**config.mk**
```make
export PLATFORM = sky130hd
export DESIGN_NAME = double_width_unsigned_alu_flat
export DESIGN_NICKNAME = d
export VERILOG_FILES = /design/src/sv/dwalu_pkg.sv /design/src/sv/dwalu_if.sv /design/src/sv/dwalu_addsub.sv /design/src/sv/double_width_unsigned_alu.sv /design/src/flat_wrapper.sv
export SDC_FILE = /design/constraint.sdc
export NUM_CORES = 1
export LEC_CHECK = 0
export ABC_CLOCK_PERIOD_IN_PS = 9200
export BUFFER_PORTS_ARGS = -buffer_cell sky130_fd_sc_hd__buf_2
export CAP_MARGIN = 10
export CORE_MARGIN = 2
export CORE_UTILIZATION = 50
export DETAILED_ROUTE_END_ITERATION = 6
export PLACE_DENSITY = 0.69
export RECOVER_POWER = 25
export SYNTH_ARGS = -nofsm -noshare
export SYNTH_HDL_FRONTEND = slang
export SYNTH_HIERARCHICAL = 1
export SYNTH_SLANG_ARGS = --single-unit
```
**constraint.sdc**
```tcl
create_clock -name clock -period 9.2 [get_ports clock]
set_input_delay 1.38 -clock clock [delete_from_list [all_inputs] [get_ports clock]]
set_output_delay 1.38 -clock clock [all_outputs]
set_load 0.02 [all_outputs]
```
**src/sv/dwalu_pkg.sv**
```systemverilog
// Shared types and constants for the double-width unsigned ALU.
// No dependencies; compiled before the channel interfaces and the modules.
package dwalu_pkg;

   // Fixed width of every word field on the channels
   localparam int FIELD_BITS = 32;
   localparam int OP_BITS    = 4;
   localparam int SHAMT_BITS = 7;

   typedef logic [OP_BITS-1:0] opcode_type;

   // Operation codes
   localparam opcode_type OP_ADD = 4'd0;
   localparam opcode_type OP_SUB = 4'd1;
   localparam opcode_type OP_MUL = 4'd2;
   localparam opcode_type OP_DIV = 4'd3;
   localparam opcode_type OP_MOD = 4'd4;
   localparam opcode_type OP_AND = 4'd5;
   localparam opcode_type OP_OR  = 4'd6;
   localparam opcode_type OP_XOR = 4'd7;
   localparam opcode_type OP_NOT = 4'd8;
   localparam opcode_type OP_SHL = 4'd9;
   localparam opcode_type OP_SHR = 4'd10;
   localparam opcode_type OP_INC = 4'd11;
   localparam opcode_type OP_DEC = 4'd12;

   typedef logic [FIELD_BITS-1:0] word_type;
   typedef logic [SHAMT_BITS-1:0] shamt_type;

endpackage

```
**src/sv/dwalu_if.sv**
```systemverilog
// Valid/ready channel interfaces for the request and response sides.
// Depends on dwalu_pkg for the field types.
interface dwalu_req_if
   import dwalu_pkg::*;
   ();
   logic       valid;
   logic       ready;
   opcode_type opcode;
   word_type   a_high;
   word_type   a_low;
   word_type   b_high;
   word_type   b_low;
   shamt_type  shift_amount;

   modport source (output valid, opcode, a_high, a_low, b_high, b_low, shift_amount,
                   input ready);
   modport sink   (input valid, opcode, a_high, a_low, b_high, b_low, shift_amount,
                   output ready);
endinterface

interface dwalu_rsp_if
   import dwalu_pkg::*;
   ();
   logic     valid;
   logic     ready;
   word_type result_high;
   word_type result_low;
   logic     a_equals_b;
   logic     a_below_b;
   logic     a_above_b;
   logic     a_is_zero;
   logic     divide_by_zero;

   modport source (output valid, result_high, result_low, a_equals_b, a_below_b,
                   a_above_b, a_is_zero, divide_by_zero, input ready);
   modport sink   (input valid, result_high, result_low, a_equals_b, a_below_b,
                   a_above_b, a_is_zero, divide_by_zero, output ready);
endinterface

```
**src/sv/dwalu_addsub.sv**
```systemverilog
// Shared double-width adder/subtractor with one guard bit and carry out.
// Depends on nothing; instantiated by the ALU top level.
module dwalu_addsub #(
   parameter int DW = 64
) (
   input  logic [DW:0]   x,
   input  logic [DW:0]   y,
   input  logic          sub,
   output logic [DW+1:0] sum
);
   logic [DW:0] y_op;

   // Subtract as x + ~y + 1; sum[DW+1] is then set when x >= y
   assign y_op = sub ? ~y : y;
   assign sum  = {1'b0, x} + {1'b0, y_op} + (DW+2)'(sub);

endmodule

```
**src/sv/double_width_unsigned_alu.sv**
```systemverilog
// Double-width unsigned ALU.
//
// Request channel (req_chan): opcode, operand A as a_high/a_low, operand B as
// b_high/b_low and a shift amount. A transfer takes place when valid and ready
// are both high; ready is high only while no operation is in progress.
// Response channel (rsp_chan): result_high/result_low and the compare flags of
// A against B, plus divide_by_zero for div/mod with B of zero. One response
// per request, in order.
//
// Add, sub, inc, dec, logic ops, zero or long shifts and zero-divisor cases
// need no iteration steps. Multiply and divide/modulo take one shared adder
// step per operand bit. Shifts move one bit per cycle.
// A new request is taken the cycle after the result is registered.
// The result sits in an output register; a stalled receiver holds it there
// and the next request may be transferred and worked on meanwhile, its
// result waiting until the register is free.
// Synchronous reset returns the sequencer to idle and drops rsp_chan.valid.
module double_width_unsigned_alu
   import dwalu_pkg::*;
#(
   parameter int WORD_BITS = 32
) (
   input  logic          clock,
   input  logic          reset,
   dwalu_req_if.sink     req_chan,
   dwalu_rsp_if.source   rsp_chan
);
   localparam int DW    = 2 * WORD_BITS;
   localparam int CNT_W = $clog2(DW + 1);

   localparam logic [1:0] ST_IDLE = 2'd0;
   localparam logic [1:0] ST_RUN  = 2'd1;

   logic [1:0]       state_ff, state_in;
   logic [CNT_W-1:0] count_ff, count_in;
   opcode_type       op_ff, op_in;
   logic [DW-1:0]    a_ff, a_in;
   logic [DW-1:0]    b_ff, b_in;
   logic [DW-1:0]    acc_ff, acc_in;
   logic             dz_ff, dz_in;
   logic             eq_ff, eq_in, lt_ff, lt_in, gt_ff, gt_in, az_ff, az_in;

   logic             rsp_valid_ff, rsp_valid_in;
   word_type         rsp_hi_ff, rsp_lo_ff;
   logic             rsp_eq_ff, rsp_lt_ff, rsp_gt_ff, rsp_az_ff, rsp_dz_ff;

   logic             accept, stepping, finish;
   logic [DW-1:0]    req_a, req_b;
   logic [DW:0]      unit_x, unit_y;
   logic             unit_sub;
   logic [DW+1:0]    unit_sum;
   logic [DW-1:0]    div_rsh;
   logic             div_take;
   logic [DW-1:0]    result;

   // Operand words taken to the internal word width
   assign req_a = {WORD_BITS'(req_chan.a_high), WORD_BITS'(req_chan.a_low)};
   assign req_b = {WORD_BITS'(req_chan.b_high), WORD_BITS'(req_chan.b_low)};

   assign req_chan.ready = (state_ff == ST_IDLE);
   assign accept         = req_chan.valid && req_chan.ready;
   assign stepping       = (state_ff == ST_RUN) && (count_ff != '0);
   assign finish         = (state_ff == ST_RUN) && (count_ff == '0)
                           && (!rsp_valid_ff || rsp_chan.ready);

   // Division step: bring the next dividend bit into the partial remainder
   assign div_rsh  = {acc_ff[DW-2:0], a_ff[DW-1]};
   assign div_take = unit_sum[DW+1];

   // Operand selection for the shared adder
   always_comb begin
      unit_x   = {1'b0, a_ff};
      unit_y   = {1'b0, b_ff};
      unit_sub = 1'b0;
      unique case (op_ff)
         OP_MUL: begin
            unit_x = {1'b0, acc_ff};
            unit_y = {1'b0, a_ff};
         end
         OP_DIV, OP_MOD: begin
            unit_x   = {acc_ff[DW-1], div_rsh};
            unit_sub = 1'b1;
         end
         OP_SUB: unit_sub = 1'b1;
         OP_INC: unit_y = (DW+1)'(1);
         OP_DEC: begin
            unit_y   = (DW+1)'(1);
            unit_sub = 1'b1;
         end
         default: ;
      endcase
   end

   dwalu_addsub #(.DW(DW)) u_addsub (
      .x   (unit_x),
      .y   (unit_y),
      .sub (unit_sub),
      .sum (unit_sum)
   );

   // Final result selection
   always_comb begin
      result = '0;
      if (!dz_ff) begin
         unique case (op_ff)
            OP_ADD, OP_SUB, OP_INC, OP_DEC: result = unit_sum[DW-1:0];
            OP_MUL, OP_MOD:                 result = acc_ff;
            OP_DIV, OP_SHL, OP_SHR:         result = a_ff;
            OP_AND:                         result = a_ff & b_ff;
            OP_OR:                          result = a_ff | b_ff;
            OP_XOR:                         result = a_ff ^ b_ff;
            OP_NOT:                         result = ~a_ff;
            default:                        result = '0;
         endcase
      end
   end

   // Sequencer and working registers
   always_comb begin
      state_in = state_ff;
      count_in = count_ff;
      op_in    = op_ff;
      a_in     = a_ff;
      b_in     = b_ff;
      acc_in   = acc_ff;
      dz_in    = dz_ff;
      eq_in    = eq_ff;
      lt_in    = lt_ff;
      gt_in    = gt_ff;
      az_in    = az_ff;
      if (accept) begin
         state_in = ST_RUN;
         op_in    = req_chan.opcode;
         a_in     = req_a;
         b_in     = req_b;
         acc_in   = '0;
         count_in = '0;
         dz_in    = 1'b0;
         eq_in    = (req_a == req_b);
         lt_in    = (req_a < req_b);
         gt_in    = (req_a > req_b);
         az_in    = (req_a == '0);
         unique case (req_chan.opcode)
            OP_MUL: count_in = CNT_W'(DW);
            OP_DIV, OP_MOD: begin
               if (req_b == '0) begin
                  dz_in = 1'b1;
               end else begin
                  count_in = CNT_W'(DW);
               end
            end
            OP_SHL, OP_SHR: begin
               if (int'(req_chan.shift_amount) >= DW) begin
                  a_in = '0;
               end else begin
                  count_in = CNT_W'(req_chan.shift_amount);
               end
            end
            default: ;
         endcase
      end else if (stepping) begin
         count_in = count_ff - CNT_W'(1);
         unique case (op_ff)
            OP_MUL: begin
               if (b_ff[0]) begin
                  acc_in = unit_sum[DW-1:0];
               end
               a_in = {a_ff[DW-2:0], 1'b0};
               b_in = {1'b0, b_ff[DW-1:1]};
            end
            OP_DIV, OP_MOD: begin
               acc_in = div_take ? unit_sum[DW-1:0] : div_rsh;
               a_in   = {a_ff[DW-2:0], div_take};
            end
            OP_SHL: a_in = {a_ff[DW-2:0], 1'b0};
            OP_SHR: a_in = {1'b0, a_ff[DW-1:1]};
            default: ;
         endcase
      end else if (finish) begin
         state_in = ST_IDLE;
      end
   end

   // Response valid: set on a new result, cleared on transfer
   always_comb begin
      rsp_valid_in = rsp_valid_ff;
      if (finish) begin
         rsp_valid_in = 1'b1;
      end else if (rsp_chan.ready) begin
         rsp_valid_in = 1'b0;
      end
   end

   // Control registers
   always_ff @(posedge clock) begin
      if (reset) begin
         state_ff     <= ST_IDLE;
         count_ff     <= '0;
         rsp_valid_ff <= 1'b0;
      end else begin
         state_ff     <= state_in;
         count_ff     <= count_in;
         rsp_valid_ff <= rsp_valid_in;
      end
   end

   // Datapath registers
   always_ff @(posedge clock) begin
      op_ff  <= op_in;
      a_ff   <= a_in;
      b_ff   <= b_in;
      acc_ff <= acc_in;
      dz_ff  <= dz_in;
      eq_ff  <= eq_in;
      lt_ff  <= lt_in;
      gt_ff  <= gt_in;
      az_ff  <= az_in;
   end

   // Output register
   always_ff @(posedge clock) begin
      if (finish) begin
         rsp_hi_ff <= FIELD_BITS'(result[DW-1:WORD_BITS]);
         rsp_lo_ff <= FIELD_BITS'(result[WORD_BITS-1:0]);
         rsp_eq_ff <= eq_ff;
         rsp_lt_ff <= lt_ff;
         rsp_gt_ff <= gt_ff;
         rsp_az_ff <= az_ff;
         rsp_dz_ff <= dz_ff;
      end
   end

   assign rsp_chan.valid          = rsp_valid_ff;
   assign rsp_chan.result_high    = rsp_hi_ff;
   assign rsp_chan.result_low     = rsp_lo_ff;
   assign rsp_chan.a_equals_b     = rsp_eq_ff;
   assign rsp_chan.a_below_b      = rsp_lt_ff;
   assign rsp_chan.a_above_b      = rsp_gt_ff;
   assign rsp_chan.a_is_zero      = rsp_az_ff;
   assign rsp_chan.divide_by_zero = rsp_dz_ff;

   // Checks
   a_flags_onehot: assert property (@(posedge clock) disable iff (reset)
      rsp_valid_ff |-> $onehot({rsp_eq_ff, rsp_lt_ff, rsp_gt_ff}))
      else $error("compare flags not exactly one of eq/below/above");

   a_dz_zero: assert property (@(posedge clock) disable iff (reset)
      rsp_valid_ff && rsp_dz_ff |-> (rsp_hi_ff == '0) && (rsp_lo_ff == '0))
      else $error("zero divisor response carries a non-zero result");

   a_accept_runs: assert property (@(posedge clock) disable iff (reset)
      accept |=> (state_ff == ST_RUN) && !req_chan.ready)
      else $error("sequencer not busy after request transfer");

   a_count_down: assert property (@(posedge clock) disable iff (reset)
      stepping |=> count_ff == $past(count_ff) - CNT_W'(1))
      else $error("iteration counter did not step by one");

   a_no_overwrite: assert property (@(posedge clock) disable iff (reset)
      rsp_valid_ff && !rsp_chan.ready |-> !finish)
      else $error("stalled response overwritten");

endmodule

```
**src/flat_wrapper.sv**
```systemverilog
// flat-port wrapper written by rule: the top's interface ports become plain ports
module double_width_unsigned_alu_flat import dwalu_pkg::*;
#(
   parameter int WORD_BITS = 32
)
  (clock, reset, req_chan_valid, req_chan_opcode, req_chan_a_high, req_chan_a_low, req_chan_b_high, req_chan_b_low, req_chan_shift_amount, req_chan_ready, rsp_chan_valid, rsp_chan_result_high, rsp_chan_result_low, rsp_chan_a_equals_b, rsp_chan_a_below_b, rsp_chan_a_above_b, rsp_chan_a_is_zero, rsp_chan_divide_by_zero, rsp_chan_ready);
  dwalu_req_if req_chan_i ();
  dwalu_rsp_if rsp_chan_i ();
  input  logic clock;
  input  logic reset;
  input wire logic [$bits(req_chan_i.valid)-1:0] req_chan_valid;
  input wire logic [$bits(req_chan_i.opcode)-1:0] req_chan_opcode;
  input wire logic [$bits(req_chan_i.a_high)-1:0] req_chan_a_high;
  input wire logic [$bits(req_chan_i.a_low)-1:0] req_chan_a_low;
  input wire logic [$bits(req_chan_i.b_high)-1:0] req_chan_b_high;
  input wire logic [$bits(req_chan_i.b_low)-1:0] req_chan_b_low;
  input wire logic [$bits(req_chan_i.shift_amount)-1:0] req_chan_shift_amount;
  output wire logic [$bits(req_chan_i.ready)-1:0] req_chan_ready;
  output wire logic [$bits(rsp_chan_i.valid)-1:0] rsp_chan_valid;
  output wire logic [$bits(rsp_chan_i.result_high)-1:0] rsp_chan_result_high;
  output wire logic [$bits(rsp_chan_i.result_low)-1:0] rsp_chan_result_low;
  output wire logic [$bits(rsp_chan_i.a_equals_b)-1:0] rsp_chan_a_equals_b;
  output wire logic [$bits(rsp_chan_i.a_below_b)-1:0] rsp_chan_a_below_b;
  output wire logic [$bits(rsp_chan_i.a_above_b)-1:0] rsp_chan_a_above_b;
  output wire logic [$bits(rsp_chan_i.a_is_zero)-1:0] rsp_chan_a_is_zero;
  output wire logic [$bits(rsp_chan_i.divide_by_zero)-1:0] rsp_chan_divide_by_zero;
  input wire logic [$bits(rsp_chan_i.ready)-1:0] rsp_chan_ready;
  assign req_chan_i.valid = req_chan_valid;
  assign req_chan_i.opcode = req_chan_opcode;
  assign req_chan_i.a_high = req_chan_a_high;
  assign req_chan_i.a_low = req_chan_a_low;
  assign req_chan_i.b_high = req_chan_b_high;
  assign req_chan_i.b_low = req_chan_b_low;
  assign req_chan_i.shift_amount = req_chan_shift_amount;
  assign req_chan_ready = req_chan_i.ready;
  assign rsp_chan_valid = rsp_chan_i.valid;
  assign rsp_chan_result_high = rsp_chan_i.result_high;
  assign rsp_chan_result_low = rsp_chan_i.result_low;
  assign rsp_chan_a_equals_b = rsp_chan_i.a_equals_b;
  assign rsp_chan_a_below_b = rsp_chan_i.a_below_b;
  assign rsp_chan_a_above_b = rsp_chan_i.a_above_b;
  assign rsp_chan_a_is_zero = rsp_chan_i.a_is_zero;
  assign rsp_chan_divide_by_zero = rsp_chan_i.divide_by_zero;
  assign rsp_chan_i.ready = rsp_chan_ready;
  double_width_unsigned_alu #(.WORD_BITS(WORD_BITS)) u_core (.clock(clock), .reset(reset), .req_chan(req_chan_i), .rsp_chan(rsp_chan_i));
endmodule
```
==> flow_metrics.env, run 1 <==
export IMPL_outcome="finished, violations left"
export IMPL_violations="DRC, capacitance limit, slew limit"
export IMPL_drt_first_pass_iters=7
export IMPL_wire_per_inst_um=22.71
export IMPL_cts_max_level=2
export IMPL_fin_util_pct=55.66
export IMPL_place_congestion=0.9649
export IMPL_grt_max_degree=108
export IMPL_cp_required_ns=9.48
export IMPL_die_x_um=222.8
export IMPL_postCtsHoldBufs=0
export IMPL_antenna_found_initial=6
export IMPL_finalNetCount=3331
export IMPL_cp_start_kind="flip-flop"
export IMPL_slew_violations=163
export IMPL_cts_made_buffers=35
export IMPL_cts_tree="built"
export IMPL_synthCells=2843
export IMPL_route_antenna_remaining_nets=0
export IMPL_worst_endpoint_arrival_ns=7.60
export IMPL_clk_pin_slew_ns=0.06
export IMPL_cp_end_kind="flip-flop"
export IMPL_crit_top_cell="a21oi_1"
export IMPL_syn_cell_area_um2=23930
export IMPL_final_setup_viol_count=0
export IMPL_ir_worst_vdd_v=0.0001456
export IMPL_dpl_hpwl_um=58300
export IMPL_min_period_over_period_pct=79.59
export IMPL_coreArea_um2=47450
export IMPL_relSlewSlack_pct=-143.2
export IMPL_globalRouteTotalUtil_pct=31.89
export IMPL_grt_pass1_wl_um=125700
export IMPL_finalPower_mw=5.530
export IMPL_clk_latency_ns=0.56
export IMPL_finalCriticalPeriod_ns=7.323
export IMPL_syn_to_final_growth_pct=10.34
export IMPL_postCtsSetupRepairBufs=0
export IMPL_maxCapViolations=3
export IMPL_drtIter0Drc=2839
export IMPL_path_max_fanout=65
export IMPL_wirelength_um=81150
export IMPL_rsz0062_at_grt="no"
export IMPL_hold_violations=0
export IMPL_synth_area_per_cell_um2=8.418
export IMPL_synth_nets=3245
export IMPL_rows=80
export IMPL_crit_family="compound AO/OA/AOI/OAI gates"
export IMPL_p_per_area_nw_per_um2=209.4
export IMPL_crit_chain="nor2b_1, a21oi_1, or2_2, buf_4, a222oi_1, inv_1, ha_1, a21o_1, a31o_1, a31oi_1, o31ai_1, nor4b_2, nor3_1, o31a_1, a21oi_1, a221oi_1, o21ai_0, nor2b_4, buf_12, mux2i_1, a211oi_1"
export IMPL_path_class="reg -> reg"
export IMPL_vias_per_cell=6.469
export IMPL_slowest_delay_ns=0.99
export IMPL_slowest_stage="nor2b_4"
export IMPL_cts_resized=0
export IMPL_die_area_um2=49630
export IMPL_die_h_um=222.8
export IMPL_portBuffers=213
export IMPL_io_pins=214
export IMPL_skew_ns=0.02187
export IMPL_drcViolationCount=6
export IMPL_vias=23112
export IMPL_yosysWarnings=6
export IMPL_initial_core_util_pct=50.44
export IMPL_overflow=0
export IMPL_cts_root_buf="clkbuf_16"
export IMPL_clkSinkCount=279
export IMPL_min_path_type="reg -> reg"
export IMPL_drive_gt1_share_pct=8.596
export IMPL_grt_pass1_vias=22227
export IMPL_fmax_ghz=0.1366
export IMPL_p_leak_nw=11.18
export IMPL_critPathBufInv=3
export IMPL_tns_ns=0
export IMPL_worst_pin_slew_ns=3.628
export IMPL_clk_path_buf_depth=3
-- through the flow --
stage	setup WS, ns	hold WS [ns]	cells	instance area, um^2
2_1_floorplan	3.129	0.4003	2843	23930
3_3_place_gp	2.314	0.4117	3507	25380
3_5_place_dp	1.988	0.4173	3507	25380
4_1_cts	1.956	0.4200	3570	26510
5_1_grt	1.377	0.4373	3572	26410
6_report	1.877	0.4256	3573	26410
-- worst paths after layout --
path | start | endpoint | slack, ns | cells past startpoint
min | u_core/eq_ff$_DFFE_PP_ | u_core/rsp_chan.a_equals_b$_DFFE_PP_ | 0.43 | 0
max reg2reg | u_core/op_ff[1]$_DFFE_PP_ | u_core/acc_ff[30]$_SDFFE_PP0P_ | 1.88 | 21
max | u_core/op_ff[1]$_DFFE_PP_ | u_core/acc_ff[30]$_SDFFE_PP0P_ | 1.88 | 21
min reg2reg | u_core/eq_ff$_DFFE_PP_ | u_core/rsp_chan.a_equals_b$_DFFE_PP_ | 0.43 | 0
-- per-layer routing --
| layer | GRT usage, % | part of all wire [%] | vias up | routed length (um) |
|---|---|---|---|---|
| li1 | - | - | 10650 | - |
| met1 | 45.47 | 44 | 11051 | 35970 |
| met2 | 47.68 | 43 | 1236 | 34580 |
| met3 | 5.898 | 9.4 | 171 | 7614 |
| met4 | 12.58 | 3.6 | 4 | 2957 |
| met5 | 0 | 0.032 | - | 26 |
-- area by class of cell --
cell class | count | area, um^2
diodes | 3 | 7.507
clock buffers | 45 | 987.2
clock inverters | 18 | 146.4
fillers | 4453 | 21040
inverters | 272 | 1022
multi-input cells | 2097 | 14610
flip-flops and latches | 279 | 7647
well taps | 615 | 769.5
repair buffers | 244 | 1214
-- registers in the layout, summed over array words and instances, names as in the netlist --
register,cells
u_core/rsp_chan.result_high,32
u_core/rsp_chan.result_low,32
u_core/acc_ff,64
u_core/az_ff,1
u_core/dz_ff,1
u_core/rsp_chan.a_equals_b,1
u_core/rsp_chan.valid,1
u_core/rsp_chan.a_below_b,1
u_core/rsp_chan.divide_by_zero,1
u_core/rsp_chan.a_above_b,1
u_core/count_ff,7
u_core/state_ff,1
u_core/eq_ff,1
u_core/rsp_chan.a_is_zero,1
u_core/gt_ff,1
u_core/b_ff,64
u_core/lt_ff,1
u_core/op_ff,4
u_core/a_ff,64
-- power breakdown --
| group | internal (mW) | switching [mW] |
|---|---|---|
| combinational | 0.864 | 1.51 |
| clock | 0.817 | 0.582 |
| sequential | 1.57 | 0.192 |
-- placed cells by master (no fill, tap or decap), types with 6 or more instances in the layout --
| cell | n |
|---|---|
| and3_1 | 6 |
| nor2b_1 | 12 |
| nor3_1 | 24 |
| o21ai_1 | 27 |
| clkbuf_1 | 82 |
| o31ai_1 | 10 |
| nor4_1 | 38 |
| mux2i_1 | 65 |
| nand2b_1 | 6 |
| clkbuf_16 | 38 |
| xor2_1 | 95 |
| nand3_1 | 19 |
| nand4_1 | 43 |
| a22o_1 | 64 |
| buf_2 | 138 |
| a221oi_1 | 75 |
| xnor2_1 | 36 |
| a21oi_1 | 171 |
| a222oi_1 | 64 |
| a211oi_1 | 69 |
| o21ai_0 | 140 |
| edfxtp_1 | 206 |
| buf_4 | 29 |
| nand2_1 | 406 |
| a31oi_1 | 73 |
| clkinv_2 | 10 |
| o21a_1 | 9 |
| ha_1 | 258 |
| o221ai_1 | 65 |
| dfxtp_1 | 73 |
| a21o_1 | 53 |
| o21bai_1 | 10 |
| nor2_1 | 178 |
| inv_1 | 271 |
No activity file was read; power rests on OpenSTA's default activity.
==> inputs of run 2 (changes only) <==
Settings changed: ABC_CLOCK_PERIOD_IN_PS 9200 to 7300.
Clock period 9.2 ns to 7.3 ns, I/O delays scaled along.
==> run 2 against run 1 <==
The flow still finishes with violations (DRC, capacitance limit, slew limit). Clock skew is 0.0076 ns lower. Clock power is 23% higher. Total power is 26% higher. Wire length is 2.9% higher. Maximum frequency is 11% higher.
==> flow_metrics.env, run 2 (same netlist as run 1, synthesis figures left out) <==
export IMPL_outcome="finished, violations left"
export IMPL_violations="DRC, capacitance limit, slew limit"
export IMPL_coreArea_um2=47450
export IMPL_grt_use_met2_pct=50.49
export IMPL_p_sw_share_pct=41.56
export IMPL_rows=80
export IMPL_seqPwrFrac_pct=31.8
export IMPL_final_setup_viol_count=0
export IMPL_postCtsHoldBufs=0
export IMPL_clk_latency_ns=0.56
export IMPL_globalRouteTotalUtil_pct=32.66
export IMPL_syn_to_final_growth_pct=10.49
export IMPL_drtIter0Drc=3183
export IMPL_route_antenna_remaining_nets=0
export IMPL_drive_gt1_share_pct=8.505
export IMPL_cts_tree="built"
export IMPL_hold_violations=0
export IMPL_worst_endpoint_arrival_ns=7.00
export IMPL_drt_first_pass_iters=7
export IMPL_finalNetCount=3339
export IMPL_grt_max_degree=136
export IMPL_ir_worst_vdd_v=0.0001425
export IMPL_fmax_ghz=0.1511
export IMPL_skew_ns=0.01431
export IMPL_p_per_area_nw_per_um2=262.9
export IMPL_antenna_found_initial=5
export IMPL_cts_resized=0
export IMPL_busiest_layer="met2"
export IMPL_path_class="reg -> reg"
export IMPL_die_x_um=222.8
export IMPL_min_path_type="reg -> reg"
export IMPL_final_common_cell="nand2_1"
export IMPL_die_h_um=222.8
export IMPL_p_sw_mw=2.889
export IMPL_initial_core_util_pct=50.44
export IMPL_slowest_delay_ns=0.64
export IMPL_place_congestion=0.9484
export IMPL_maxCapViolations=3
export IMPL_vias_per_cell=6.539
export IMPL_cp_end_kind="flip-flop"
export IMPL_grt_use_met1_pct=46.43
export IMPL_fin_area_um2=26440
export IMPL_wire_per_inst_um=23.32
export IMPL_reg2reg_from="u_core/op_ff[2]$_DFFE_PP_"
export IMPL_grt_pass1_wl_um=128000
export IMPL_use_met3_pct=4.906
export IMPL_rsz0062_at_grt="no"
export IMPL_p_leak_nw=11.20
export IMPL_vias=23411
export IMPL_min_period_over_period_pct=90.63
export IMPL_portBuffers=213
export IMPL_cts_max_level=2
export IMPL_slew_violations=106
export IMPL_crit_chain="buf_4, nor2b_1, a21oi_1, or2_2, buf_4, a222oi_1, inv_1, ha_1, a21o_1, a31oi_1, o31ai_1, nor4b_2, nor3_1, o31a_1, a21oi_1, a221oi_1, o21ai_0, nor2b_4, buf_4, mux2i_1, a211oi_1"
export IMPL_top_regs="u_core/a_ff (64), u_core/acc_ff (64), u_core/b_ff (64)"
export IMPL_cp_required_ns=7.68
export IMPL_placed_area_um2=25470
export IMPL_mostFrequentLayoutCells="406 x nand2_1, 271 x inv_1, 258 x ha_1"
export IMPL_overflow=0
export IMPL_clkPwrFrac_pct=24.8
export IMPL_p_comb_share_pct=43.4
export IMPL_hold_start="u_core/az_ff$_DFFE_PP_"
export IMPL_crit_top_cell="buf_4"
export IMPL_clkSinkCount=279
export IMPL_postCtsSetupRepairBufs=0
export IMPL_finalCriticalPeriod_ns=6.616
export IMPL_relSlewSlack_pct=-113.5
export IMPL_cp_start_kind="flip-flop"
export IMPL_tns_ns=0
export IMPL_cts_root_buf="clkbuf_16"
export IMPL_dpl_hpwl_um=59280
export IMPL_wirelength_um=83500
export IMPL_worst_pin_slew_ns=3.202
export IMPL_die_area_um2=49630
export IMPL_drcViolationCount=9
export IMPL_cts_made_buffers=35
export IMPL_clk_pin_slew_ns=0.06
export IMPL_slowest_stage="or2_2"
export IMPL_io_pins=214
export IMPL_power_internal_mw=4.062
export IMPL_worstSetupStartpoint="u_core/op_ff[2]$_DFFE_PP_"
export IMPL_grt_pass1_vias=22049
export IMPL_path_max_fanout=43
export IMPL_clk_path_buf_depth=3
==> run 2: cell count changes in the layout (fill, tap and decap cells not counted), sizes merged <==
| cell | before | now |
|---|---|---|
| clkinv | 14 | 9 |
| diode | 3 | 2 |
| clkinvlp | 2 | 1 |
| buf | 168 | 173 |
| clkbuf | 121 | 131 |
| bufinv | 2 | 1 |
==> run 2: per-layer routing <==
metal	vias to the layer above	wire length (um)	part of all wire, %
met4	4	2424	2.9
met2	1298	36560	44
met3	143	7719	9.2
li1	10668	-	-
met5	-	24	0.029
met1	11298	36770	44
==> run 2: final timing paths <==
path / end / slack [ns] / cells after the start
worst max-delay path: u_core/acc_ff[38]$_SDFFE_PP0P_ / 0.68 / 21
worst min-delay path: u_core/rsp_chan.a_is_zero$_DFFE_PP_ / 0.42 / 0
worst max register to register: u_core/acc_ff[38]$_SDFFE_PP0P_ / 0.68 / 21
worst min register to register: u_core/rsp_chan.a_is_zero$_DFFE_PP_ / 0.42 / 0
==> run 2: worst max-delay path, delay by kind of cell (launching register included) <==
kind / cells / cell delay (ns)
compound gates: 10 / 2.38
simple gates: 5 / 1.82
buf+inv: 4 / 1.20
fa+ha+maj: 1 / 0.38
flops: 1 / 0.35
mux: 1 / 0.27
==> run 2: per-stage QoR <==
stage / power [mW] / std cells / hold slack, ns / setup slack (ns) / utilization (%)
after floorplan: 4.305 / 2843 / 0.4003 / 1.229 / -
after global placement: 5.115 / 3513 / 0.4081 / 1.016 / 53.64
after detailed placement: 5.176 / 3514 / 0.4098 / 0.7948 / 53.68
after CTS: 6.912 / 3577 / 0.4275 / 0.7510 / 56.00
after global routing: 7.326 / 3578 / 0.4337 / 0.3762 / 55.73
final: 6.951 / 3580 / 0.4241 / 0.6839 / 55.74
==> run 2: area by class of cell <==
cell class,instances,area (um^2)
inverters,272,1026
clock buffers,52,1012
diodes,2,5.005
fillers,4396,21000
repair buffers,252,1291
multi-input cells,2097,14610
well taps,615,769.5
flip-flops and latches,279,7647
clock inverters,11,85.08
==> run 2: power by group through the flow <==
stage / clock [mW] / sequential (mW) / combinational [mW]
final: 1.72 / 2.21 / 3.02
after floorplan: 0 / 2.21 / 2.09
after detailed placement: 0 / 2.23 / 2.95
after CTS: 1.74 / 2.20 / 2.97
after global placement: 0 / 2.22 / 2.89
after global routing: 1.79 / 2.24 / 3.30
